### src/hdl/scba_pkg.sv
// Shared constants, types and helper functions of the size-class block allocator.
package scba_pkg;

  localparam int REGION_LOG2 = 24;
  localparam int NUM_CLASSES = 6;
  localparam int MIN_LOG     = 16;
  localparam int PTR_W       = REGION_LOG2 - MIN_LOG;
  localparam int CNT_W       = PTR_W + 1;
  localparam int CLASS_W     = 3;
  localparam int ADDR_W      = 48;
  localparam int REQ_W       = 40;
  localparam int BYTES_W     = 41;
  localparam int USED_W      = 9;
  localparam int RAM_AW      = CLASS_W + PTR_W;
  localparam int RAM_DEPTH   = 1 << RAM_AW;

  localparam logic [CLASS_W-1:0] NO_CLASS = CLASS_W'(NUM_CLASSES);
  localparam logic [BYTES_W-1:0] GRAN_MASK = BYTES_W'(64'hffff);

  // action codes
  localparam logic [1:0] ACT_ALLOC = 2'd0;
  localparam logic [1:0] ACT_FREE  = 2'd1;
  localparam logic [1:0] ACT_QUERY = 2'd2;

  // status codes
  localparam logic [1:0] ST_OK       = 2'd0;
  localparam logic [1:0] ST_FALLBACK = 2'd1;
  localparam logic [1:0] ST_FOREIGN  = 2'd2;
  localparam logic [1:0] ST_OVERFLOW = 2'd3;

  typedef logic [CNT_W-1:0] cnt_t;

  typedef struct packed {
    logic load;
    logic eval;
    logic finish;
  } cmd_t;

  typedef struct packed {
    logic out_free;
  } stat_t;

  // Number of blocks a class region holds.
  function automatic cnt_t class_total(input int c);
    if (MIN_LOG + c > REGION_LOG2) begin
      return '0;
    end
    return cnt_t'(1) << (REGION_LOG2 - MIN_LOG - c);
  endfunction

  // Block size of a class in bytes.
  function automatic logic [BYTES_W-1:0] class_bytes(input int c);
    return BYTES_W'(1) << (MIN_LOG + c);
  endfunction

endpackage

### src/hdl/scba_ctrl.sv
// Sequencer: accept, evaluate and finish one request at a time.
module scba_ctrl (
  input  logic           clk,
  input  logic           rst,
  input  logic           in_valid,
  output logic           in_ready,
  input  scba_pkg::stat_t stat,
  output scba_pkg::cmd_t  cmd
);

  typedef enum logic [2:0] {
    S_IDLE = 3'b001,
    S_EVAL = 3'b010,
    S_DONE = 3'b100
  } state_t;

  state_t state, state_next;

  // Decode commands from the current state
  always_comb begin
    state_next = state;
    in_ready   = 1'b0;
    cmd        = '0;
    case (state)
      S_IDLE: begin
        in_ready = 1'b1;
        if (in_valid) begin
          cmd.load   = 1'b1;
          state_next = S_EVAL;
        end
      end
      S_EVAL: begin
        cmd.eval   = 1'b1;
        state_next = S_DONE;
      end
      S_DONE: begin
        if (stat.out_free) begin
          cmd.finish = 1'b1;
          state_next = S_IDLE;
        end
      end
      default: state_next = S_IDLE;
    endcase
  end

  // Advance state
  always_ff @(posedge clk) begin
    if (rst) begin
      state <= S_IDLE;
    end else begin
      state <= state_next;
    end
  end

  a_onehot: assert property (@(posedge clk) disable iff (rst) $onehot(state))
    else $error("state not one-hot");
  a_eval_then_done: assert property (@(posedge clk) disable iff (rst)
    cmd.eval |=> state == S_DONE)
    else $error("evaluation not followed by finish state");
  a_load_then_eval: assert property (@(posedge clk) disable iff (rst)
    cmd.load |=> cmd.eval && !in_ready)
    else $error("accepted word not evaluated next cycle");
  a_finish_free: assert property (@(posedge clk) disable iff (rst)
    cmd.finish |-> stat.out_free)
    else $error("result loaded into a full output register");

endmodule

### config.mk
export PLATFORM = sky130hd
export DESIGN_NAME = scba_ctrl
export DESIGN_NICKNAME = d
export VERILOG_FILES = /design/src/hdl/scba_pkg.sv /design/src/hdl/scba_ctrl.sv
export SDC_FILE = /design/constraint.sdc
export NUM_CORES = 1
export LEC_CHECK = 0
export BUFFER_PORTS_ARGS = -buffer_cell sky130_fd_sc_hd__buf_2
export CAP_MARGIN = 20
export CORE_AREA = 2 2 39 41
export DETAILED_ROUTE_END_ITERATION = 10
export DIE_AREA = 0 0 41 43
export SETUP_SLACK_MARGIN = 0.2
export SKIP_LAST_GASP = 1
export SLEW_MARGIN = 20
export SYNTH_ARGS = -nofsm -noshare
export SYNTH_HDL_FRONTEND = slang
export SYNTH_SLANG_ARGS = --single-unit
### constraint.sdc
create_clock -name clk -period 1.43 [get_ports clk]
set_clock_uncertainty 0.2 [all_clocks]
set_input_delay 0.0715 -clock clk [delete_from_list [all_inputs] [get_ports clk]]
set_output_delay 0.0715 -clock clk [all_outputs]
set_load 0.01 [all_outputs]
==> out/summary.txt <==
Mean Syn Cell Area: 7.88 sq um
# DRC: 0
final WL: 384 um
CP endpoint: cmd[0]
worst-margin pin slew: 0.172 ns
Fmax achieved: 831 MHz
Hold WC Path Type: primary input to flop
Crit Path Max Fanout: 7
Post-Syn Nets: 24
# diodes: 0
vias in the first global route: 169
port bufs: 7
CP Class: flop to output pin
number of clock sinks: 3
Final Hold Fails: 1
met1 usage: 2.88%
Final Non-Filler Cells: 49
TritonCTS Buffers: 3
first-pass GRT wire length: 531 um
worst reg2reg startpoint: state[2]$_SDFFE_PP0P_
Fin Hold WS: -0.104 ns
Synth Cell Area: 158 sq um
Lkg Pwr: 0.114 nW
Register-to-Register Setup Slack: 0.26 ns
GRT Util Overall: 5.32%
Fill cells: 158
Placer Congestion: 0.598
clk slew on worst S/H paths: 0.04 ns
count of pins over their slew limit: 0
Largest regs: state: 3 flops
total die area: 1760 sq um
register area share after synthesis: 38.1%
CP endpoint kind: output pin
Vias: 185
worst vdd ir: 0.166 mV
type of origin of the critical path: flop
remaining global-route overflow: 0
Pre-Repair DR Iteration Count: 1
drt first-iter violations: 0
Final setup viols: 0
failing checks: negative hold slack
Mapped Cells: 20
Reg-to-Reg End: state[0]$_SDFFE_PP1P_
RSZ-0062 raised after global routing: yes
area growth from synthesis to final layout: 82.5%
fin crit share: 84.2%
Crit path required time: 1.16 ns
Clk Latency, worst-skew pair: 0.23 ns
arrival time worst endpoint: 0.93 ns
pin count of the biggest net entering global routing: 8
pwr dens: 1020 nW/um^2
busiest grt layer: met4
fin nets: 38
post-DR wirelength/cell: 7.84 um
met3 Use GR: 1.57%
DR vias/cell: 3.78
Overall Power: 0.294 mW
I/O pin cnt: 8
HP Start: in_valid
Core ar.: 1380 sq um
Die Wd: 41 um
final core occ: 20.8%
Largest register FFs: 3
routing usage on met2: 8.13%
hpwl dp: 268 um
die height: 43 um
clk buf depth: 2
post-synth cell types: 12
hold_buf cts: 2
H-tree levels: 1
status: finished with violations
Syn. warnings: 0
initial core utilization: 11.4%
FP Rows: 14
Routed Antenna Nets: 0
share of cells above drive strength 1: 57.6%
CP Launch Point: state[2]$_SDFFE_PP0P_
root buf cell: clkbuf_4
TNS Setup: 0 ns
TritonCTS clock tree: yes
Rel. slew slack: 88.5%
Max-Cap Viols: 0
min Tclk post-route: 1.20 ns
worst reg-to-reg path cell count: 3
initial antenna violation count: 0
Seq cells post-synth: 3
Placed Cells: 42
Largest Register: state
[metrics by stage]
stage	hold slack [ns]	area (sq um)	setup WS (ns)
finish	-0.104	288	0.226
global route	-0.0894	288	0.170
CTS	-0.108	268	0.200
detailed placement	0.0730	205	0.273
global placement	0.0744	205	0.280
floorplan	-0.0517	158	0.336
[Yosys cell counts]
library cell / number / share of area [%]
nor3_1: 3 / 9.5
nor3b_1: 3 / 14
nand3b_1: 1 / 4.8
a21oi_1: 1 / 3.2
inv_1: 1 / 2.4
dfxtp_1: 3 / 38
nor2_1: 2 / 4.8
nand2b_1: 1 / 4.0
a311o_1: 1 / 6.3
buf_4: 1 / 4.8
o21ai_0: 1 / 3.2
nand2_1: 2 / 4.8
[cell type report]
| cell class | count | area, sq um | area share, % |
|---|---|---|---|
| multi-input combinational | 15 | 104 | 36.1 |
| sequential | 3 | 68.8 | 23.9 |
| timing repair buffer | 10 | 62.6 | 21.7 |
| clock buffer | 4 | 26.3 | 9.13 |
| tap | 16 | 20.0 | 6.96 |
| inverter | 1 | 6.26 | 2.17 |
[metal layers]
metal,vias up,share of wire [%]
met2,3,63
li1,96,-
met4,0,0
met5,-,0
met3,0,4.2
met1,86,33
[layout by cell type, fill, tap and decap left out, types with 2 or more instances in the layout]
master         n
dlygate4sd3_1  2
buf_2          7
dfxtp_4        2
clkbuf_4       3
nor3_1         3
nor3b_1        2
[report_power, final]
group / total (mW) / internal [mW] / switching [mW]
logic: 0.0488 / 0.0278 / 0.0210
clock network: 0.148 / 0.105 / 0.0431
registers: 0.0973 / 0.0880 / 0.00925
[logic make-up (layout without fill, tap and decap cells)]
| logic type | after synthesis | in the layout | synth area share [%] |
|---|---|---|---|
| simple gates | 12 | 12 | 42.1 |
| compound gates | 3 | 3 | 12.7 |
| flops | 3 | 3 | 38.1 |
| buf+inv | 2 | 15 | 7.14 |
[how the worst min path moves through the flow]
| stage | end | slack, ns | cells past startpoint |
|---|---|---|---|
| 2_1_floorplan | state[2]$_SDFFE_PP0P_ | -0.05 | 1 |
| 3_3_place_gp | state[2]$_SDFFE_PP0P_ | 0.07 | 2 |
| 5_1_grt | state[1]$_SDFFE_PP0P_ | -0.09 | 3 |
| 6_report | state[1]$_SDFFE_PP0P_ | -0.10 | 3 |
| 3_5_place_dp | state[2]$_SDFFE_PP0P_ | 0.07 | 2 |
| 4_1_cts | state[1]$_SDFFE_PP0P_ | -0.11 | 3 |
[worst max-delay path, stage by stage, from the launching register on]
cell,delay (ns)
dfxtp_4,0.38
nand2_1,0.05
nor3_1,0.11
buf_2,0.15
[repair_timing]
action                     in CTS  in global routing
hold endpoints to repair        3                  1
setup buffers                   0                  1
gates resized for setup         5                  6
pin swaps                       0                  1
setup endpoints to repair       4                  4
No activity file was read; power rests on OpenSTA's default activity.
